### config.mk
export PLATFORM = sky130hd
export DESIGN_NAME = dc_size_vlc_decoder
export DESIGN_NICKNAME = d
export VERILOG_FILES = /design/src/hw/rtl/dcsv_pkg.sv /design/src/hw/rtl/dc_size_vlc_decoder.sv /design/src/hw/rtl/dcsv_front.sv /design/src/hw/rtl/dcsv_engine.sv /design/src/hw/rtl/dcsv_outq.sv
export SDC_FILE = /design/constraint.sdc
export NUM_CORES = 1
export LEC_CHECK = 0
export BUFFER_PORTS_ARGS = -buffer_cell sky130_fd_sc_hd__clkbuf_2
export CAP_MARGIN = 25
export CORE_MARGIN = 2
export CORE_UTILIZATION = 30
export DETAILED_ROUTE_END_ITERATION = 12
export GPL_ROUTABILITY_DRIVEN = 0
export GPL_TIMING_DRIVEN = 0
export HOLD_SLACK_MARGIN = 0.03
export PLACE_DENSITY = 0.46
export SLEW_MARGIN = 10
export SYNTH_ARGS = -nofsm -noshare
export SYNTH_HDL_FRONTEND = slang
export SYNTH_SLANG_ARGS = --single-unit
### constraint.sdc
create_clock -name clk -period 6.4 [get_ports clk]
set_clock_uncertainty 0.1 [all_clocks]
set_input_delay 0.32 -clock clk [delete_from_list [all_inputs] [get_ports clk]]
set_output_delay 0.32 -clock clk [all_outputs]
set_load 0.02 [all_outputs]
### src/hw/rtl/dcsv_pkg.sv
// dcsv_pkg: shared types, prefix state codes and sizing constants for the
// DC size VLC decoder. Used by every module under hw/rtl.
package dcsv_pkg;

    // Field widths
    localparam int BYTE_W  = 8;
    localparam int COEFF_W = 9;
    localparam int SIZE_W  = 4;
    localparam int LEN_W   = 4;
    localparam int POS_W   = 19;

    // Largest bit offset range the start_bit field can carry
    localparam int unsigned POS_FIELD_LIMIT = 32'd1 << POS_W;

    // Default stream length in bytes
    localparam int unsigned MAX_STREAM_BYTES_DEF = 65536;

    // Decoder state codes: code start, inside the prefix, reading value bits
    localparam logic [3:0] ST_START = 4'd0;
    localparam logic [3:0] ST_0     = 4'd1;
    localparam logic [3:0] ST_1     = 4'd2;
    localparam logic [3:0] ST_10    = 4'd3;
    localparam logic [3:0] ST_11    = 4'd4;
    localparam logic [3:0] ST_111   = 4'd5;
    localparam logic [3:0] ST_1111  = 4'd6;
    localparam logic [3:0] ST_11111 = 4'd7;
    localparam logic [3:0] ST_VALUE = 4'd8;

    // One stream byte as held in the input queue
    typedef struct packed {
        logic [BYTE_W-1:0] data_byte;
        logic              end_of_stream;
    } byte_item_t;

    // One decoded code
    typedef struct packed {
        logic signed [COEFF_W-1:0] coeff_value;
        logic [SIZE_W-1:0]         value_size;
        logic [LEN_W-1:0]          code_length;
        logic [POS_W-1:0]          start_bit;
        logic                      last_of_run;
    } result_t;

endpackage

### src/hw/rtl/dc_size_vlc_decoder.sv
// dc_size_vlc_decoder: top level; input byte queue, bit-serial decode
// engine and result queue. Depends on dcsv_pkg, dcsv_front, dcsv_engine, dcsv_outq.
//
//   channel  handshake            payload
//   -------  -------------------  ------------------------------------------------
//   input    in_valid / in_stall  data_byte, end_of_stream
//   output   out_valid/out_stall  coeff_value, value_size, code_length,
//                                 start_bit, last_of_run
//
// The engine decodes one stream bit per cycle while a byte waits and the result
// queue has room; a final byte whose code is still open then takes padding bits.
// Results pass through a four-entry queue; the engine steps only while two
// slots are free, so a stalled output eventually holds the engine and then input.
// Reset clears the decoder state, bit position and both queues at once.
module dc_size_vlc_decoder
    import dcsv_pkg::*;
#(
    parameter int unsigned MAX_STREAM_BYTES = MAX_STREAM_BYTES_DEF
)
(
    input  logic                      clk,
    input  logic                      rst_n,
    input  logic                      in_valid,
    output logic                      in_stall,
    input  logic [BYTE_W-1:0]         data_byte,
    input  logic                      end_of_stream,
    output logic                      out_valid,
    input  logic                      out_stall,
    output logic signed [COEFF_W-1:0] coeff_value,
    output logic [SIZE_W-1:0]         value_size,
    output logic [LEN_W-1:0]          code_length,
    output logic [POS_W-1:0]          start_bit,
    output logic                      last_of_run
);

    byte_item_t in_item;
    byte_item_t byte_head;
    logic       byte_valid;
    logic       byte_pop;
    logic       room;
    logic [1:0] wr_cnt;
    result_t    wr_a;
    result_t    wr_b;
    result_t    out_head;

    assign in_item.data_byte     = data_byte;
    assign in_item.end_of_stream = end_of_stream;

    dcsv_front u_front (
        .clk        (clk),
        .rst_n      (rst_n),
        .in_valid   (in_valid),
        .in_stall   (in_stall),
        .in_item    (in_item),
        .byte_valid (byte_valid),
        .byte_head  (byte_head),
        .byte_pop   (byte_pop)
    );

    dcsv_engine #(
        .MAX_STREAM_BYTES (MAX_STREAM_BYTES)
    ) u_engine (
        .clk        (clk),
        .rst_n      (rst_n),
        .byte_valid (byte_valid),
        .byte_head  (byte_head),
        .byte_pop   (byte_pop),
        .room       (room),
        .wr_cnt     (wr_cnt),
        .wr_a       (wr_a),
        .wr_b       (wr_b)
    );

    dcsv_outq u_outq (
        .clk       (clk),
        .rst_n     (rst_n),
        .wr_cnt    (wr_cnt),
        .wr_a      (wr_a),
        .wr_b      (wr_b),
        .room      (room),
        .out_valid (out_valid),
        .out_stall (out_stall),
        .out_head  (out_head)
    );

    // Unpack the head result onto the ports
    assign coeff_value = out_head.coeff_value;
    assign value_size  = out_head.value_size;
    assign code_length = out_head.code_length;
    assign start_bit   = out_head.start_bit;
    assign last_of_run = out_head.last_of_run;

endmodule

### src/hw/rtl/dcsv_front.sv
// dcsv_front: input side; accepts stream bytes into a two-entry queue and
// hands them to the bit engine. Depends on dcsv_pkg.
module dcsv_front
    import dcsv_pkg::*;
(
    input  logic       clk,
    input  logic       rst_n,
    input  logic       in_valid,
    output logic       in_stall,
    input  byte_item_t in_item,
    output logic       byte_valid,
    output byte_item_t byte_head,
    input  logic       byte_pop
);

    byte_item_t  q_reg [2];
    logic        wp_reg, wp_next;
    logic        rp_reg, rp_next;
    logic [1:0]  cnt_reg, cnt_next;
    logic        push;

    // Stall only when both entries hold a byte
    assign in_stall   = (cnt_reg == 2'd2);
    assign push       = in_valid && !in_stall;
    assign byte_valid = (cnt_reg != 2'd0);
    assign byte_head  = q_reg[rp_reg];

    // Advance pointers and fill count
    always_comb
    begin
        wp_next  = push ? !wp_reg : wp_reg;
        rp_next  = byte_pop ? !rp_reg : rp_reg;
        cnt_next = cnt_reg + {1'b0, push} - {1'b0, byte_pop};
    end

    always_ff @(posedge clk or negedge rst_n)
    begin
        if (!rst_n)
        begin
            wp_reg  <= 1'b0;
            rp_reg  <= 1'b0;
            cnt_reg <= 2'd0;
        end
        else
        begin
            wp_reg  <= wp_next;
            rp_reg  <= rp_next;
            cnt_reg <= cnt_next;
        end
    end

    // Store the accepted beat
    always_ff @(posedge clk)
    begin
        if (push)
        begin
            q_reg[wp_reg] <= in_item;
        end
    end

    // The engine only takes a byte that is there
    a_pop_valid: assert property (@(posedge clk) disable iff (!rst_n)
        byte_pop |-> byte_valid)
        else $error("byte popped from empty input queue");

endmodule

### src/hw/rtl/dcsv_engine.sv
// dcsv_engine: bit-serial VLC decode, one stream or padding bit per cycle while a
// byte waits and the queue has room, with a held result that learns its end-of-byte mark. Depends on dcsv_pkg.
module dcsv_engine
    import dcsv_pkg::*;
#(
    parameter int unsigned MAX_STREAM_BYTES = MAX_STREAM_BYTES_DEF
)
(
    input  logic       clk,
    input  logic       rst_n,
    input  logic       byte_valid,
    input  byte_item_t byte_head,
    output logic       byte_pop,
    input  logic       room,
    output logic [1:0] wr_cnt,
    output result_t    wr_a,
    output result_t    wr_b
);

    localparam int unsigned LIM_RAW = MAX_STREAM_BYTES * 8;
    localparam logic [POS_W:0] POS_LIMIT =
        (POS_W+1)'((LIM_RAW > POS_FIELD_LIMIT) ? POS_FIELD_LIMIT : LIM_RAW);

    logic [3:0]         ps_reg, ps_next;
    logic [SIZE_W-1:0]  size_reg, size_next;
    logic [7:0]         vshift_reg, vshift_next;
    logic [3:0]         vleft_reg, vleft_next;
    logic [LEN_W-1:0]   cnt_reg, cnt_next;
    logic [POS_W-1:0]   cs_reg, cs_next;
    logic [POS_W-1:0]   pos_reg, pos_next;
    logic [2:0]         idx_reg, idx_next;
    logic               pad_reg, pad_next;
    logic               pend_valid_reg, pend_valid_next;
    result_t            pend_reg, pend_next;

    logic               advance;
    logic               bit_in;
    logic [POS_W:0]     pos_inc;
    logic [3:0]         ps_f;
    logic [SIZE_W-1:0]  size_f;
    logic [7:0]         vs_f;
    logic [3:0]         vl_f;
    logic [3:0]         vl_dec;
    logic [LEN_W-1:0]   cnt_f;
    logic [POS_W-1:0]   cs_f;
    logic [POS_W-1:0]   pos_f;
    logic               emit;
    logic               bv;
    logic [SIZE_W-1:0]  bsize;
    logic [COEFF_W-1:0] full9;
    logic [COEFF_W-1:0] half9;
    logic [COEFF_W-1:0] vext;
    logic [COEFF_W-1:0] coeff;
    logic               done;
    logic               clear;
    logic               e_push;
    logic               d_push;
    logic               push0;
    logic               push1;
    result_t            res;

    assign advance = byte_valid && room;
    assign bit_in  = pad_reg ? 1'b0 : byte_head.data_byte[3'd7 - idx_reg];

    // Decode one bit: bookkeeping, prefix walk, value shift
    always_comb
    begin
        cs_f    = (ps_reg == ST_START) ? pos_reg : cs_reg;
        cnt_f   = (ps_reg == ST_START) ? '0 : cnt_reg;
        pos_f   = pos_reg;
        pos_inc = {1'b0, pos_reg} + 1'b1;
        if (!pad_reg)
        begin
            cnt_f = cnt_f + 1'b1;
            pos_f = (pos_inc >= POS_LIMIT) ? '0 : pos_inc[POS_W-1:0];
        end

        ps_f   = ps_reg;
        size_f = size_reg;
        vs_f   = vshift_reg;
        vl_f   = vleft_reg;
        vl_dec = (vleft_reg != 4'd0) ? vleft_reg - 4'd1 : vleft_reg;
        emit   = 1'b0;
        bv     = 1'b0;
        bsize  = '0;
        case (ps_reg)
            ST_START: ps_f = bit_in ? ST_1 : ST_0;
            ST_0:
            begin
                bv    = 1'b1;
                bsize = bit_in ? 4'd2 : 4'd1;
            end
            ST_1: ps_f = bit_in ? ST_11 : ST_10;
            ST_10:
            begin
                bv    = 1'b1;
                bsize = bit_in ? 4'd3 : 4'd0;
            end
            ST_11:
            begin
                if (bit_in) ps_f = ST_111;
                else
                begin
                    bv    = 1'b1;
                    bsize = 4'd4;
                end
            end
            ST_111:
            begin
                if (bit_in) ps_f = ST_1111;
                else
                begin
                    bv    = 1'b1;
                    bsize = 4'd5;
                end
            end
            ST_1111:
            begin
                if (bit_in) ps_f = ST_11111;
                else
                begin
                    bv    = 1'b1;
                    bsize = 4'd6;
                end
            end
            ST_11111:
            begin
                bv    = 1'b1;
                bsize = bit_in ? 4'd8 : 4'd7;
            end
            default:
            begin
                vs_f = {vshift_reg[6:0], bit_in};
                vl_f = vl_dec;
                emit = (vl_dec == 4'd0);
            end
        endcase

        // Prefix complete: load the size, finish at once for zero size
        if (bv)
        begin
            size_f = bsize;
            vs_f   = '0;
            vl_f   = bsize;
            if (bsize == 4'd0) emit = 1'b1;
            else               ps_f = ST_VALUE;
        end
        if (emit)
        begin
            ps_f = ST_START;
        end
    end

    // Map the gathered bits to a signed value
    always_comb
    begin
        full9 = 9'd1 << size_f;
        half9 = 9'd1 << (size_f - 4'd1);
        vext  = {1'b0, vs_f};
        if (size_f == 4'd0)   coeff = '0;
        else if (vext < half9) coeff = vext - full9 + 9'd1;
        else                   coeff = vext;

        res.coeff_value = coeff;
        res.value_size  = size_f;
        res.code_length = cnt_f;
        res.start_bit   = cs_f;
        res.last_of_run = 1'b0;
    end

    // Byte finished after its last real bit, or once padding closes the code
    always_comb
    begin
        if (pad_reg)
            done = (ps_f == ST_START);
        else
            done = (idx_reg == 3'd7) && (!byte_head.end_of_stream || ps_f == ST_START);
        clear    = done && byte_head.end_of_stream;
        byte_pop = advance && done;
        pad_next = advance ? (byte_head.end_of_stream && !done && (pad_reg || idx_reg == 3'd7))
                           : pad_reg;
        idx_next = (advance && !pad_reg) ? idx_reg + 3'd1 : idx_reg;
    end

    // Release the held result: not last if another follows in this byte
    always_comb
    begin
        e_push = advance && emit;
        d_push = advance && done;
        push0  = pend_valid_reg && (e_push || d_push);
        push1  = e_push && d_push;
        wr_b   = res;
        wr_b.last_of_run = 1'b1;
        if (push0)
        begin
            wr_a = pend_reg;
            wr_a.last_of_run = !e_push;
        end
        else
        begin
            wr_a = wr_b;
        end
        wr_cnt = {1'b0, push0} + {1'b0, push1};

        pend_valid_next = pend_valid_reg;
        pend_next       = pend_reg;
        if (d_push)
        begin
            pend_valid_next = 1'b0;
        end
        else if (e_push)
        begin
            pend_valid_next = 1'b1;
            pend_next       = res;
        end
    end

    // Next decoder state, cleared after the final byte of a stream
    always_comb
    begin
        ps_next     = ps_reg;
        size_next   = size_reg;
        vshift_next = vshift_reg;
        vleft_next  = vleft_reg;
        cnt_next    = cnt_reg;
        cs_next     = cs_reg;
        pos_next    = pos_reg;
        if (advance)
        begin
            if (clear)
            begin
                ps_next     = ST_START;
                size_next   = '0;
                vshift_next = '0;
                vleft_next  = '0;
                cnt_next    = '0;
                cs_next     = '0;
                pos_next    = '0;
            end
            else
            begin
                ps_next     = ps_f;
                size_next   = size_f;
                vshift_next = vs_f;
                vleft_next  = vl_f;
                cnt_next    = cnt_f;
                cs_next     = cs_f;
                pos_next    = pos_f;
            end
        end
    end

    always_ff @(posedge clk or negedge rst_n)
    begin
        if (!rst_n)
        begin
            ps_reg         <= ST_START;
            size_reg       <= '0;
            vshift_reg     <= '0;
            vleft_reg      <= '0;
            cnt_reg        <= '0;
            cs_reg         <= '0;
            pos_reg        <= '0;
            idx_reg        <= '0;
            pad_reg        <= 1'b0;
            pend_valid_reg <= 1'b0;
        end
        else
        begin
            ps_reg         <= ps_next;
            size_reg       <= size_next;
            vshift_reg     <= vshift_next;
            vleft_reg      <= vleft_next;
            cnt_reg        <= cnt_next;
            cs_reg         <= cs_next;
            pos_reg        <= pos_next;
            idx_reg        <= idx_next;
            pad_reg        <= pad_next;
            pend_valid_reg <= pend_valid_next;
        end
    end

    always_ff @(posedge clk)
    begin
        pend_reg <= pend_next;
    end

    // Padding only runs on a final byte whose real bits are all used
    a_pad_eos: assert property (@(posedge clk) disable iff (!rst_n)
        pad_reg |-> (byte_valid && byte_head.end_of_stream && idx_reg == 3'd0))
        else $error("padding outside a final byte");

    // Two results at once only when a byte closes
    a_two_push: assert property (@(posedge clk) disable iff (!rst_n)
        (wr_cnt == 2'd2) |-> byte_pop)
        else $error("double write without byte end");

    // No result is held across a byte boundary
    a_pend_clear: assert property (@(posedge clk) disable iff (!rst_n)
        byte_pop |=> !pend_valid_reg)
        else $error("held result survived byte end");

endmodule

### src/hw/rtl/dcsv_outq.sv
// dcsv_outq: result queue, four entries, up to two writes and one read per
// cycle; decouples the bit engine from the output stall. Depends on dcsv_pkg.
module dcsv_outq
    import dcsv_pkg::*;
(
    input  logic       clk,
    input  logic       rst_n,
    input  logic [1:0] wr_cnt,
    input  result_t    wr_a,
    input  result_t    wr_b,
    output logic       room,
    output logic       out_valid,
    input  logic       out_stall,
    output result_t    out_head
);

    localparam int DEPTH = 4;

    result_t     q_reg [DEPTH];
    logic [1:0]  wp_reg, wp_next;
    logic [1:0]  rp_reg, rp_next;
    logic [2:0]  cnt_reg, cnt_next;
    logic        pop;

    // Engine may step only with space for two writes
    assign room      = (cnt_reg <= 3'(DEPTH - 2));
    assign out_valid = (cnt_reg != 3'd0);
    assign out_head  = q_reg[rp_reg];
    assign pop       = out_valid && !out_stall;

    always_comb
    begin
        wp_next  = wp_reg + wr_cnt;
        rp_next  = rp_reg + {1'b0, pop};
        cnt_next = cnt_reg + {1'b0, wr_cnt} - {2'b00, pop};
    end

    always_ff @(posedge clk or negedge rst_n)
    begin
        if (!rst_n)
        begin
            wp_reg  <= '0;
            rp_reg  <= '0;
            cnt_reg <= '0;
        end
        else
        begin
            wp_reg  <= wp_next;
            rp_reg  <= rp_next;
            cnt_reg <= cnt_next;
        end
    end

    // Write the beats in order
    always_ff @(posedge clk)
    begin
        if (wr_cnt != 2'd0)
        begin
            q_reg[wp_reg] <= wr_a;
        end
        if (wr_cnt == 2'd2)
        begin
            q_reg[wp_reg + 2'd1] <= wr_b;
        end
    end

    // Fill count never passes the depth
    a_no_overflow: assert property (@(posedge clk) disable iff (!rst_n)
        cnt_reg <= 3'(DEPTH))
        else $error("result queue overflow");

endmodule

### After elaboration in Yosys (flattened, before gate mapping)

Memories as Yosys holds them, arrays and structs flattened.
Cells that the tools add are included.

* $add $sub $neg: 16
* eq/ne operators: 12
* bitwise gates (word level): 1
* shifts and indexed selects: 2
* multiplexer cells: 53
* reduce and logical (&&, ||, !) cells: 39
* $lt $le $gt $ge: 4

Operators by type and width (number)
* two-way mux 19 bit: 5
* two-way mux 4 bit: 17
* two-way mux 37 bit: 1
* two-way mux 8 bit: 3
* one-hot mux 4 bit (6 select lines): 1
* adder 19 x 1 -> 20 bit (second input constant): 1
* greater-or-equal comparator 20 bit (second input constant): 1
* logical NOT 4 bit: 5
* one-hot mux 4 bit (5 select lines): 1
* two-way mux 9 bit: 2
* << shifter 1 x 4 -> 9 bit (first input constant): 2
* == test 4 x 3 -> 1 bit (second input constant): 4
* two-way mux 1 bit: 15
* logical AND 1 bit: 12
* two-way mux 3 bit: 4
* adder 9 x 1 -> 9 bit (second input constant): 1
* < comparator 8 x 9 -> 1 bit: 1
* subtractor 8 x 9 -> 9 bit: 1
* == test 4 x 2 -> 1 bit (second input constant): 2
* logical NOT 1 bit: 8
* OR reduction 8 bit: 1
* subtractor 4 x 1 -> 4 bit (second input constant): 2
* AND reduction 2 bit: 3
* nonzero test 2 bit: 3
* other kinds (25): 31

* output and inout port bits: 39
* flip-flop bits (word level): 114
* RAM bits: 166
* memories kept: 2
* bits of input ports: 13

Memories
* u_outq.q_reg: words 4, width 37, read ports 1, clocked after Yosys merged registers in 0, wr ports 2, line dcsv_outq.sv:19 `result_t q_reg [DEPTH];`
* u_front.q_reg: words 2, width 9, read ports 1, clocked after Yosys merged registers in 0, wr ports 1, line dcsv_front.sv:16 `byte_item_t q_reg [2];`

### Depth between registers and ports, before layout

* word-level depth: 21
* mapped depth: 20
* gate-level depth less buffers: 19

### By module

From an unflattened synthesis, not the netlist that was laid out.

* cell total of the unflattened synthesis: 1137
* area, all modules: 14757.9 um^2

Modules (own cells, without submodules)
* dcsv_outq: area each 7527.2 um^2, seq. area each 4619.4 um^2, cells an instance 398, times used 1
* dcsv_engine: area each 6349.8 um^2, seq. area each 2757.6 um^2, cells an instance 694, times used 1
* dcsv_front: area each 880.8 um^2, seq. area each 640.6 um^2, cells an instance 45, times used 1

### Worst setup path after synthesis

OpenSTA, ideal clock, no wires.

* path type: register -> register
* start point: reg u_engine.vleft_reg[0]
* end point: mem u_outq.q_reg[1][10] (netlist name) (enable)
* setup slack: 0.630 ns
* period minus slack after synthesis: 5.770 ns
* data arrival time: 5.188 ns
* path buffers: 3
* cell stages (with the launch flop): 14
* cell sequence: dfrtp_1 > inv_1 > ha_1 > and3_1 > o21ai_0 > a211o_1 > a31o_2 > buf_2 > inv_1 > clkbuf_1 > ha_1 > clkbuf_1 > nor2_1 > nor3b_1

RTL lines
* from (decl): line dcsv_engine.sv:27 `logic [3:0] vleft_reg, vleft_next;`
* from (signal assigned): line dcsv_engine.sv:273 `vleft_reg <= vleft_next;`
* to (decl): line dcsv_outq.sv:19

==> run metrics <==
crit path kind=flop to flop; Worst-Skew Late Latency=0.54 ns; antenna-violating nets left=0; vias in the first global route=~10000; top cell type's share of synthesized area=0.421; fin. max-slew vios=0; # port buffers=51; die area=~50000 um2; Synth area leaders=edfxtp_1, dfrtp_1, mux4_2, nand2_1, o21ai_0; vias=9923; Synth Instances=1231; WP data required=6.70 ns; Period minus WS final=approximately 5.4 ns; Internal=4.99 mW; Hold Crit Class=input port to flop; net count after synthesis=1282; Worst IR Drop VDD=~0.00033 V; Achievable Freq=~190 MHz; Worst path max stage delay=around 0.47 ns; IO Count=52; DRC=0; initial antenna violation count=0; Slew HR=0.402; Synth Flop Type=edfxtp_1; core area=46500 um2; total power density per cell area=between 500 and 600 nW/um2; DIE WIDTH=221 um; number of iterations in the first detailed-routing pass=5; initial core utilization=0.304; CTS sink count=280; Net Switching=about 3.5 mW; register share of total power=0.303; GRT Overall Usage=0.156; Post-synth EDFFs=slightly below 200; CTS tree=yes; Site Rows=79; critical-path maximum fanout=10; Switching Share=0.414; worst-margin pin slew=0.897 ns; Avg WL per Cell=19.1 um; Largest register FFs=~150; Distinct cells, synth=73; first-pass GRT wire length=59.4 mm; status=complete, no violations; clock slew at reported path FFs=~0.060 ns; antenna diode count=0; CTS buffer count=34; Hold Vio Cnt, Final=0; Starting DRT DRC Count=between 600 and 700; total length of routed wires=~38 mm; combinational share of power=0.482; RSZ-0062 raised after global routing=false; Max clock buf depth=3; H-tree depth=2; largest net degree at the start of global routing=51; largest area contributor in the netlist=edfxtp_1; Setup crit end kind=flop; GRT overflow=0; Final HPWL DP=around 26 mm; Post-synth ARST share=0.279; average size of a mapped cell=11.5 um2; setup TNS=0 ns; Arr. time, crit path=approximately 5.7 ns; Finish-stage setup viols=0; Commonest cells post-synth=nand2_1, edfxtp_1, o21ai_0; layout cells sized above 1=0.150; most common cell in the netlist=nand2_1; maxcap violations=0; #FFs+latches synth=between 200 and 300; period utilization=0.837; YS warnings=0; net total in the final layout=roughly 1400; CTS root buffer=clkbuf_16; Startpoint Class=flop; Total Power=approximately 8.5 mW; slowest CP cell=clkbuf_1; Post-Syn Area=approximately 14000 um2; Lkg Pwr=about 6 nW; CP cell instances=buf_4 > nor2b_1 > a221oi_2 > a22o_2 > mux2_4 > nand2_1 > clkbuf_1 > nand3_1 > ha_1 > ha_1 > a21oi_1 > nor2b_1 > o21a_1 > o41ai_1 > xor2_1 > mux2i_1 > a32o_1; die height=about 220 um; clock power share=0.215; Vias per Instance=a little over 5; Area Overhead vs Synth=16.8%; sequential element share of the synthesized area=0.565
## worst paths after layout
| check | slack [ns] | cells after the start | endpoint | startpoint |
|---|---|---|---|---|
| max | 1.04 | 17 | u_outq.q_reg[0][36]$_DFFE_PP_ | u_engine.idx_reg[1]$_DFFE_PN0P_ |
| min | 0.12 | 3 | u_outq.rp_reg[0]$_DFF_PN0_ | out_stall |
| max reg2reg | 1.04 | 17 | u_outq.q_reg[0][36]$_DFFE_PP_ | u_engine.idx_reg[1]$_DFFE_PN0P_ |
| min reg2reg | 0.37 | 2 | u_engine.cs_reg[3]$_DFFE_PN0P_ | u_engine.cs_reg[3]$_DFFE_PN0P_ |
| max in group asynchronous | 5.37 | 3 | u_engine.vshift_reg[5]$_DFFE_PN0P_ | rst_n |
| min in group asynchronous | 0.21 | 2 | u_engine.cs_reg[12]$_DFFE_PN0P_ | rst_n |
## per-layer routing
| metal | global-route usage | vias to the layer above | wire length, um |
|---|---|---|---|
| li1 | - | 4746 | - |
| met1 | 0.207 | 4918 | 17100 |
| met2 | 0.259 | 207 | 17900 |
| met3 | 0.0258 | 52 | 1760 |
| met4 | 0.0487 | 0 | 849 |
| met5 | 0 | - | 0 |
## kinds of logic (layout without fill, tap and decap cells)
| logic type | after synthesis | in the layout | share of synthesized area |
|---|---|---|---|
| flip-flops | 280 | 280 | 0.565 |
| multiplexers | 86 | 86 | 0.0955 |
| XOR/XNOR | 24 | 24 | 0.0149 |
| buffers and inverters | 123 | 256 | 0.0380 |
| AND/OR/NAND/NOR | 373 | 373 | 0.118 |
| AO/OA/AOI/OAI | 307 | 307 | 0.134 |
| adder cells (fa/ha/maj) | 38 | 38 | 0.0347 |
## power by group through the flow
| stage | sequential (mW) | clock [mW] | combinational (mW) |
|---|---|---|---|
| 6_report | 2.58 | 1.83 | 4.10 |
| 5_1_grt | 2.62 | 1.96 | 4.53 |
| 4_1_cts | 2.58 | 1.88 | 4.15 |
| 3_5_place_dp | 2.62 | 0 | 4.13 |
| 3_3_place_gp | 2.63 | 0 | 4.04 |
| 2_1_floorplan | 2.57 | 0 | 2.97 |
## area by class of cell
type                       count  area (um2)
clock buffer                  45         953
tap                          607         759
inverter                      55         206
timing repair buffer          74         562
sequential                   280        7980
fill                        4608       30000
buffer                        68         330
multi-input combinational    828        5620
clock inverter                14        92.6
## worst max-delay path, delay by kind of cell, from the launching register on
| family | cells | cell delay [ns] |
|---|---|---|
| buf+inv | 2 | 0.64 |
| simple gates | 4 | 0.71 |
| mux | 2 | 0.82 |
| fa+ha+maj | 2 | 0.67 |
| xor+xnor | 1 | 0.26 |
| compound gates | 6 | 1.65 |
| flops | 1 | 0.37 |
## metrics by stage
| stage | utilization | std cells | cell area, um2 | worst slack (ns) | hold slack, ns |
|---|---|---|---|---|---|
| after detailed placement | 0.329 | 1898 | 15300 | 1.02 | 0.234 |
| after global routing | 0.355 | 1971 | 16500 | 0.683 | 0.125 |
| final | 0.355 | 1971 | 16500 | 1.04 | 0.117 |
| after CTS | 0.354 | 1968 | 16500 | 0.976 | 0.0958 |
| after global placement | 0.326 | 1889 | 15100 | -2.51 | 0.361 |
| after floorplan | - | 1231 | 14100 | 0.630 | -0.0756 |
## cell usage in the layout (no fill, tap or decap), types with 7 or more instances in the layout
cell type	n
nand2_1	205
edfxtp_1	198
o21ai_0	150
dfrtp_1	78
nor2_1	64
inv_1	53
clkbuf_1	50
clkbuf_2	50
mux2i_1	40
o31ai_1	37
mux4_2	37
ha_1	36
a21oi_1	35
clkbuf_16	35
nand3_1	20
o21ai_1	18
xnor2_1	17
nand2b_1	15
nor3_1	11
nor2b_1	11
a22o_1	11
dlygate4sd3_1	11
buf_6	9
buf_2	8
xor2_1	7
o22ai_1	7
## repair_timing
| action | 4_1_cts | 5_1_grt |
|---|---|---|
| setup buffers | 0 | 0 |
| resized for setup | 0 | 0 |
| hold buffers | 11 | 0 |
| endpoints found under the hold margin | 47 | 0 |
Power figures use the tool's default switching activity.
